<file path="src/rtl/prc_alu.sv">
// Shared add/subtract unit of the page reference count table.
// Depends on nothing; the top level steps it through each item.
module prc_alu #(
  parameter int unsigned W = 32
) (
  input  logic [W-1:0] a_i,
  input  logic [W-1:0] b_i,
  input  logic         sub_i,
  output logic [W-1:0] sum_o,
  output logic         carry_o
);

  logic [W-1:0] b_eff;
  logic [W:0]   full;

  // Subtract as a plus inverted b plus one; carry out means a >= b
  assign b_eff = sub_i ? ~b_i : b_i;
  assign full  = {1'b0, a_i} + {1'b0, b_eff} + {{W{1'b0}}, sub_i};

  assign sum_o   = full[W-1:0];
  assign carry_o = full[W];

endmodule

</file>
<file path="config.mk">
export PLATFORM = sky130hd
export DESIGN_NAME = prc_alu
export DESIGN_NICKNAME = d
export VERILOG_FILES = /design/src/rtl/prc_alu.sv
export SDC_FILE = /design/constraint.sdc
export NUM_CORES = 1
export LEC_CHECK = 0
export BUFFER_PORTS_ARGS = -buffer_cell sky130_fd_sc_hd__buf_2
export CORE_MARGIN = 2
export CORE_UTILIZATION = 33
export DETAILED_ROUTE_END_ITERATION = 16
export SYNTH_ARGS = -nofsm -noshare
export SYNTH_HDL_FRONTEND = slang
export SYNTH_SLANG_ARGS = --single-unit
export TNS_END_PERCENT = 30
</file>
<file path="constraint.sdc">
create_clock -name vclk -period 6.4
set_input_delay 0.64 -clock vclk [all_inputs]
set_output_delay 0.64 -clock vclk [all_outputs]
set_load 0.05 [all_outputs]
</file>
Word-level counts from Yosys, hierarchy flattened. Cells that the tools add are included.

Register bits: 0. Word-level logic and storage cells: 4.

$add $sub $neg: 2. Muxes and demuxes: 1. Bitwise gates (word level): 1.

Operators with widths (number): adder 32 x 32 -> 33 bit (1); adder 33 x 1 -> 33 bit (1); 2-to-1 mux 32 bit (1); NOT 32 bit (1).

Logic depth before layout (Yosys ltp). Gate-level depths: netlist of run 1.

Word-level depth: 4. Mapped depth: 11. Gate-level depth less buffers: 10.

Worst setup path before layout of run 1. Ideal clock, no wire load.

Path type: in2out. Start: in sub_i. End: out sum_o[28]. Arrival time: 4.538 ns. Path slack: 1.222 ns. Stages: 11. Path through: buf_2 -> clkbuf_1 -> xor2_1 -> ha_1 -> a21o_1 -> a21o_1 -> a221o_1 -> a221o_1 -> a31o_2 -> nand4_1 -> nor4bb_1.

Word-level cells in the longest chain between the ends: 3.

RTL lines: start, declared (RTL line 8) `input logic sub_i,`; 2-to-1 mux 32 bit (RTL line 17) `assign b_eff = sub_i ? ~b_i : b_i;`; adder 32 x 32 -> 33 bit (RTL line 18) `assign full = {1'b0, a_i} + {1'b0, b_eff} + {{W{1'b0}}, sub_i};`; adder 33 x 1 -> 33 bit (*) (RTL line 18); end, declared (RTL line 9) `output logic [W-1:0] sum_o,`.

Every way passes the cells marked *; elsewhere a longest branch is shown, timed or not.

Final worst setup path of run 1. Ends and elaborated chain as after synthesis.

==> results of run 1 <==
Yosys cell counts, types with 2 or more instances:
| library cell | instances | area (um^2) |
|---|---|---|
| o21a_1 | 5 | 37.54 |
| o211ai_1 | 5 | 37.54 |
| nand2b_1 | 2 | 12.51 |
| ha_1 | 34 | 425.4 |
| a21oi_1 | 31 | 155.2 |
| or3_1 | 2 | 12.51 |
| o31ai_1 | 4 | 30.03 |
| nand3_1 | 12 | 60.06 |
| o22ai_1 | 3 | 18.77 |
| o21ai_0 | 8 | 40.04 |
| a21boi_0 | 2 | 15.01 |
| xor2_1 | 41 | 359.1 |
| inv_1 | 9 | 33.78 |
| a221o_1 | 3 | 30.03 |
| a211oi_1 | 4 | 30.03 |
| a21o_1 | 16 | 120.1 |
| nand2_1 | 19 | 71.32 |
| nand4_1 | 3 | 18.77 |
| clkbuf_1 | 6 | 22.52 |
| and2_1 | 4 | 25.02 |
| o21bai_1 | 6 | 45.04 |
| nor2_1 | 10 | 37.54 |
| a31oi_1 | 2 | 12.51 |
| xnor2_1 | 17 | 148.9 |
| and3_1 | 6 | 37.54 |
| buf_2 | 2 | 10.01 |
| mux2i_1 | 2 | 20.02 |
| a211o_1 | 3 | 26.28 |
| nor2b_1 | 5 | 31.28 |
| nor3_1 | 3 | 15.01 |
| o221ai_1 | 2 | 17.52 |
how the worst min path moves through the flow:
stage	endpoint	slack (ns)	cells past startpoint
after floorplan	sum_o[0]	1.55	1
after global placement	sum_o[0]	1.64	3
after detailed placement	sum_o[0]	1.64	3
after CTS	sum_o[0]	1.64	3
after global routing	sum_o[0]	1.66	3
final	sum_o[0]	1.64	3
routing by layer:
metal  GRT usage  up-vias
li1            -     1252
met1      0.2275     1100
met2      0.2815       74
met3     0.01088        4
met4     0.01026        0
met5           0        -
per-stage QoR:
step | instance area, um^2 | total power [uW] | std cells | setup slack (ns)
after floorplan | 2106 | 497.8 | 286 | 1.222
after global placement | 2668 | 635.8 | 454 | 1.946
after detailed placement | 2668 | 637.6 | 454 | 1.898
after CTS | 2668 | 639.9 | 454 | 1.892
after global routing | 2668 | 684.6 | 454 | 1.614
final | 2668 | 637.7 | 454 | 1.901
cell type report:
class / instances / area share
inverter: 9 / 0.01266
multi-input combinational: 269 / 0.7645
tap: 77 / 0.03612
timing repair buffer: 99 / 0.1867
logic make-up (layout without fill, tap and decap cells):
logic type / Yosys count / after routing / share of synthesized area
buffers and inverters: 17 / 108 / 0.03149
xor gates and xnor gates: 58 / 58 / 0.2412
adders and majority gates: 35 / 35 / 0.2115
AOI/OAI and AO/OA: 102 / 102 / 0.3292
muxes: 2 / 2 / 0.009507
and+or+nand+nor: 72 / 72 / 0.1771
report_power, final:
part / internal (uW) / switching, uW
sequential: 0 / 0
combinational: 191 / 446
clock: 0 / 0
total: 191 / 446
==> flow_summary_export.csv, run 1 <==
group,metric,value,unit
setup_path,worstSetupEndpointType,"output pin",
detailed_routing,wl_met2,2790,um
grt,grt_max_degree,21,
detailed_routing,wl_per_cell,13.11,um
synthesis,synth_cell_types,46,
die,die_y,83.88,um
cells_and_area,layout.nets,479,
setup_path,crit_required,5.76,ns
die,core_area,0.006277,mm^2
flow_run,max_cap_violations,0,
sta,min_period,4.499,ns
setup_path,cp-endpoint,"sum_o[28]",
grt,grt_pass1_wl,9956,um
sta,worst_pin_slew,0.5466,ns
setup_path,cp-startpoint,"sub_i",
synthesis,syn_avg_cell_area,7.363,um^2
sta,hold_viol_final,0,
grt,first_global_vias,2203,
detailed_routing,num_vias,2430,
sta,rsz0062_at_grt,"no",
synthesis,yosysWarningCount,0,
cells_and_area,seqCellArea,0,um^2
detailed_routing,route.detailed.drc,0,
die,die_area,0.007036,mm^2
sta,setup_viol,0,
cells_and_area,multi_input_area,0.002039,mm^2
setup_path,cp.depth,11,
power,power_density,239.0,mW/mm^2
cells_and_area,fillCellCount,690,
grt,grt.overflow.total,0,
die,ioPinCount,98,
detailed_routing,met3_length,320,um
synthesis,syn-cell-area,0.002106,mm^2
clocking,cts_resized,0,
grt,antenna_found_initial,0,
status,run_status,"finished clean",
clocking,ctsHoldBuffers,0,
hold_path,hp-class,"in2out",
setup_path,critPathMaxStageDelay,0.44,ns
clocking,post_cts_buffers,0,
cells_and_area,final_util,0.4250,
detailed_routing,dr.pass1.iters,4,
power,ir_drop,0.1004,mV
die,start_util,0.3355,
cells_and_area,drive_gt1_frac,0.2732,
synthesis,synthCells,286,
place,gp_congestion,0.8354,
setup_path,crit_slowest_cell,"buf_2",
setup_path,crit_type,"in2out",
setup_path,critPathTopFamily,"buffers and inverters",
detailed_routing,drt-initial-drc-count,105,
setup_path,start_kind,"input port",
synthesis,synth_nets,386,
cells_and_area,antenna_cells,0,
detailed_routing,m1WireLength,2801,um
setup_path,path_max_fanout,20,
sta,drv_slew,0,
detailed_routing,wl,5953,um
detailed_routing,highest_layer,"met4",
sta,setup_tns,0,ns
detailed_routing,viasPerCell,5.352,
cells_and_area,area_growth,26.68,%
grt,grt_use_total,0.1615,
power,leakage,0.001405,uW
sta,slew-limit-headroom,0.6356,
cells_and_area,final_common_cell,"buf_2",
detailed_routing,ant_nets,0,
cells_and_area,final_cell_mix,"98 x buf_2, 41 x xor2_1, 34 x ha_1",
place,dp_hpwl,5108,um
hold_path,hp-start,"a_i[0]",
cells_and_area,clockBufferCount,0,
die,die_w,83.88,um
place,numPortBuffers,98,
cells_and_area,numSequentialCells,0,
setup_path,path_cells,"buf_2 > buf_4 > xor2_1 > ha_1 > and4_1 > a221o_1 > a221o_1 > a31o_2 > nand4_1 > nor4bb_1 > buf_2",
sta,fin_crit_sh,0.7030,
synthesis,seq_area_frac_synth,0,
die,rows,29,
setup_path,crit_arrival,3.86,ns
setup_path,crit_buf_inv,3,
sta,fmax,0.2223,GHz
sta,whs,1.641,ns
No activity file was read; power rests on OpenSTA's default activity.
==> run 2: changes to the inputs <==
==> constraint.sdc (replaced) <==
create_clock -name vclk -period 4
set_input_delay 0.4 -clock vclk [all_inputs]
set_output_delay 0.4 -clock vclk [all_outputs]
set_load 0.05 [all_outputs]
==> flow_summary_export.csv, run 2 (synthesis gave the netlist of run 1 again) <==
group,metric,value,unit
status,run_status,"finished clean",
cells_and_area,layout.nets,486,
cells_and_area,seqCellArea,0,um^2
power,p_int,322.4,uW
grt,grt_use_total,0.1690,
sta,min_period,3.779,ns
die,die_area,0.007036,mm^2
detailed_routing,wl_per_cell,13.38,um
power,ir_drop,0.1900,mV
place,pre_cts_ws,0.1820,ns
flow_run,max_cap_violations,0,
detailed_routing,wl,6170,um
place,numPortBuffers,98,
place,dp_hpwl,5339,um
power,leakage,0.001449,uW
setup_path,critPathTopFamily,"compound AO/OA/AOI/OAI gates",
detailed_routing,drt-initial-drc-count,80,
grt,antenna_found_initial,0,
place,dpl-instance-area,0.002735,mm^2
detailed_routing,viasPerCell,5.280,
die,ioPinCount,98,
setup_path,path_max_fanout,13,
sta,whs,1.161,ns
grt,grt_pass1_wl,10470,um
cells_and_area,final_cell_mix,"97 x buf_2, 41 x xor2_1, 34 x ha_1",
sta,slew-limit-headroom,0.6757,
power,p_sw,721.2,uW
place,gp_congestion,0.8958,
power,power_density,381.0,mW/mm^2
setup_path,crit_required,3.60,ns
setup_path,worstSetupEndpointType,"output pin",
sta,setup_viol,0,
cells_and_area,design_area,0.002739,mm^2
power,p_clk_frac,0,
clocking,ctsHoldBuffers,0,
setup_path,crit_arrival,3.38,ns
cells_and_area,final_common_cell,"buf_2",
power,p_sw_frac,0.6911,
grt,grt.overflow.total,0,
die,rows,29,
sta,fmax,0.2646,GHz
sta,drv_slew,0,
cells_and_area,clockBufferCount,0,
sta,setup_slack,0.2212,ns
die,die_w,83.88,um
die,start_util,0.3355,
setup_path,crit_buf_inv,4,
cells_and_area,drive_gt1_frac,0.2891,
grt,first_global_vias,2312,
die,die_y,83.88,um
sta,hold_viol_final,0,
sta,rsz0062_at_grt,"no",
clocking,cts_resized,0,
setup_path,crit_slowest_cell,"a2111oi_1",
detailed_routing,ant_nets,0,
cells_and_area,area_growth,30.07,%
power,comb_power_share,1.000,
setup_path,critPathMaxStageDelay,0.45,ns
hold_path,hp-class,"in2out",
cells_and_area,antenna_cells,0,
setup_path,path_cells,"clkbuf_4 > buf_4 > xor2_1 > ha_1 > a21o_1 > a221o_1 > a221o_1 > a31o_2 > a2111oi_1 > buf_4 > nor4bb_4 > buf_2",
clocking,post_cts_buffers,0,
power,pwr-share-seq,0,
sta,fin_crit_sh,0.9447,
sta,worst_pin_slew,0.4865,ns
detailed_routing,route.detailed.drc,0,
setup_path,crit_type,"in2out",
detailed_routing,num_vias,2434,
setup_path,start_kind,"input port",
cells_and_area,numSequentialCells,0,
grt,grt_max_degree,15,
die,core_area,0.006277,mm^2
detailed_routing,dr.pass1.iters,4,
==> run 2: routing by layer <==
layer	up-vias	track usage	part of all wire
li1	1267	-	-
met1	1109	0.2434	0.49
met2	56	0.2844	0.46
met3	2	0.01583	0.046
met4	0	0.01173	0.0044
met5	-	0	0
==> run 2: final timing paths <==
check,from,endpoint,slack (ns),cells past startpoint
setup / recovery,sub_i,sum_o[28],0.22,12
hold / removal,a_i[0],sum_o[0],1.16,3
==> run 2: layout make-up <==
| class | instances | area (um^2) |
|---|---|---|
| fillers | 669 | 3538 |
| inverters | 9 | 33.78 |
| multi-input cells | 269 | 2056 |
| well taps | 77 | 96.34 |
| repair buffers | 106 | 553.0 |
==> run 2: stage by stage <==
stage          std cells    util  setup TNS [ns]  total power [uW]
2_1_floorplan        286       -         -0.2158             803.2
3_3_place_gp         461  0.4357               0              1040
3_5_place_dp         461  0.4357               0              1040
4_1_cts              461  0.4357               0              1045
5_1_grt              461  0.4363               0              1121
6_report             461  0.4363               0              1044
==> run 2: power by group through the flow <==
stage	Combinational, uW	Sequential, uW	Clock, uW
3_5_place_dp	1040	0	0
3_3_place_gp	1040	0	0
4_1_cts	1040	0	0
2_1_floorplan	803	0	0
6_report	1040	0	0
5_1_grt	1120	0	0
==> run 3: changes to the inputs <==
--- a/config.mk
+++ b/config.mk
@@ -5,10 +5,10 @@
 export SDC_FILE = /design/constraint.sdc
 export NUM_CORES = 1
 export LEC_CHECK = 0
-export BUFFER_PORTS_ARGS = -buffer_cell sky130_fd_sc_hd__buf_2
 export CORE_MARGIN = 2
 export CORE_UTILIZATION = 33
 export DETAILED_ROUTE_END_ITERATION = 16
+export DONT_BUFFER_PORTS = 1
 export SYNTH_ARGS = -nofsm -noshare
 export SYNTH_HDL_FRONTEND = slang
 export SYNTH_SLANG_ARGS = --single-unit
==> flow_summary_export.csv, run 3 (synthesis gave the netlist of run 1 again) <==
group,metric,value,unit
status,run_status,"finished clean",
die,rows,29,
power,total_power,1036,uW
sta,min_period,3.430,ns
detailed_routing,drt-initial-drc-count,88,
place,dp_hpwl,5023,um
clocking,ctsHoldBuffers,0,
sta,rsz0062_at_grt,"no",
setup_path,path_max_fanout,32,
hold_path,hp-class,"in2out",
die,die_area,0.007036,mm^2
grt,grt_pass1_wl,9735,um
clocking,post_cts_buffers,0,
place,gp_congestion,0.9192,
power,leakage,0.001159,uW
cells_and_area,final_cell_mix,"41 x xor2_1, 34 x ha_1, 31 x a21oi_1",
grt,antenna_found_initial,0,
sta,fmax,0.2915,GHz
setup_path,start_kind,"input port",
setup_path,crit_required,3.60,ns
grt,grt.overflow.total,0,
cells_and_area,fillCellCount,676,
cells_and_area,drive_gt1_frac,0.1111,
cells_and_area,clockBufferCount,0,
sta,fin_crit_sh,0.8575,
power,power_density,431.6,mW/mm^2
cells_and_area,layout.cells.non_filler,383,
detailed_routing,route.detailed.drc,0,
detailed_routing,wl,5870,um
cells_and_area,seqCellArea,0,um^2
sta,setup_viol,0,
sta,whs,1.073,ns
die,start_util,0.3355,
sta,drv_slew,0,
cells_and_area,numSequentialCells,0,
sta,worst_pin_slew,1.103,ns
detailed_routing,num_vias,2178,
setup_path,crit_arrival,3.03,ns
power,ir_drop,0.2083,mV
cells_and_area,area_growth,13.96,%
cells_and_area,antenna_cells,0,
setup_path,crit_type,"in2out",
detailed_routing,ant_nets,0,
grt,grt_max_degree,33,
grt,first_global_vias,2114,
detailed_routing,dr.pass1.iters,4,
sta,hold_viol_final,0,
die,die_w,83.88,um
detailed_routing,wl_per_cell,15.33,um
place,numPortBuffers,0,
place,pre_cts_ws,0.5920,ns
die,die_y,83.88,um
cells_and_area,final_common_cell,"xor2_1",
die,ioPinCount,98,
sta,setup_slack,0.5699,ns
place,post-place-cells,383,
cells_and_area,layout.nets,408,
grt,grt_use_total,0.1601,
detailed_routing,viasPerCell,5.687,
sta,slew-limit-headroom,0.2592,
clocking,cts_resized,0,
flow_run,max_cap_violations,0,
die,core_area,0.006277,mm^2
setup_path,worstSetupEndpointType,"output pin",
-- run 3: stage by stage --
| step | area, um^2 | utilization | TNS (ns) |
|---|---|---|---|
| 2_1_floorplan | 2121 | - | -0.2158 |
| 3_3_place_gp | 2400 | 0.3823 | 0 |
| 3_5_place_dp | 2400 | 0.3823 | 0 |
| 4_1_cts | 2400 | 0.3823 | 0 |
| 5_1_grt | 2400 | 0.3823 | 0 |
| 6_report | 2400 | 0.3823 | 0 |
-- run 3: power breakdown --
part | internal (uW) | total, uW | switching, uW | leakage [uW]
registers | 0 | 0 | 0 | 0
clock network | 0 | 0 | 0 | 0
logic | 334 | 1040 | 702 | 0.00116
total | 334 | 1040 | 702 | 0.00116
-- run 3: final cells by class --
class	instances	area (um^2)	share of cell area
Inverter	9	33.78	0.01408
Multi-Input combinational cell	269	2059	0.8582
Tap cell	77	96.34	0.04015
Timing Repair Buffer	28	210.2	0.08759
-- run 3: per-layer routing --
layer / wire length, um / vias up / global-route usage / share of wire
li1: - / 1108 / - / -
met1: 2705 / 1013 / 0.2145 / 0.46
met2: 2839 / 55 / 0.2887 / 0.48
met3: 298 / 2 / 0.01879 / 0.051
met4: 27 / 0 / 0.005865 / 0.0046
met5: 0 / - / 0 / 0
-- run 3: worst paths after layout --
kind | cells after the start | slack [ns] | to | startpoint
worst min-delay path | 1 | 1.07 | sum_o[0] | b_i[0]
worst max-delay path | 11 | 0.57 | sum_o[28] | sub_i
-- run 3: worst max-delay path, cell delays in order --
cell,delay (ns)
xor2_1,0.19
ha_1,0.30
a21o_1,0.19
a21o_1,0.17
a221o_1,0.36
a221o_1,0.29
a31o_2,0.25
a2111oi_0,0.42
buf_4,0.20
nor4bb_4,0.04
buf_4,0.21
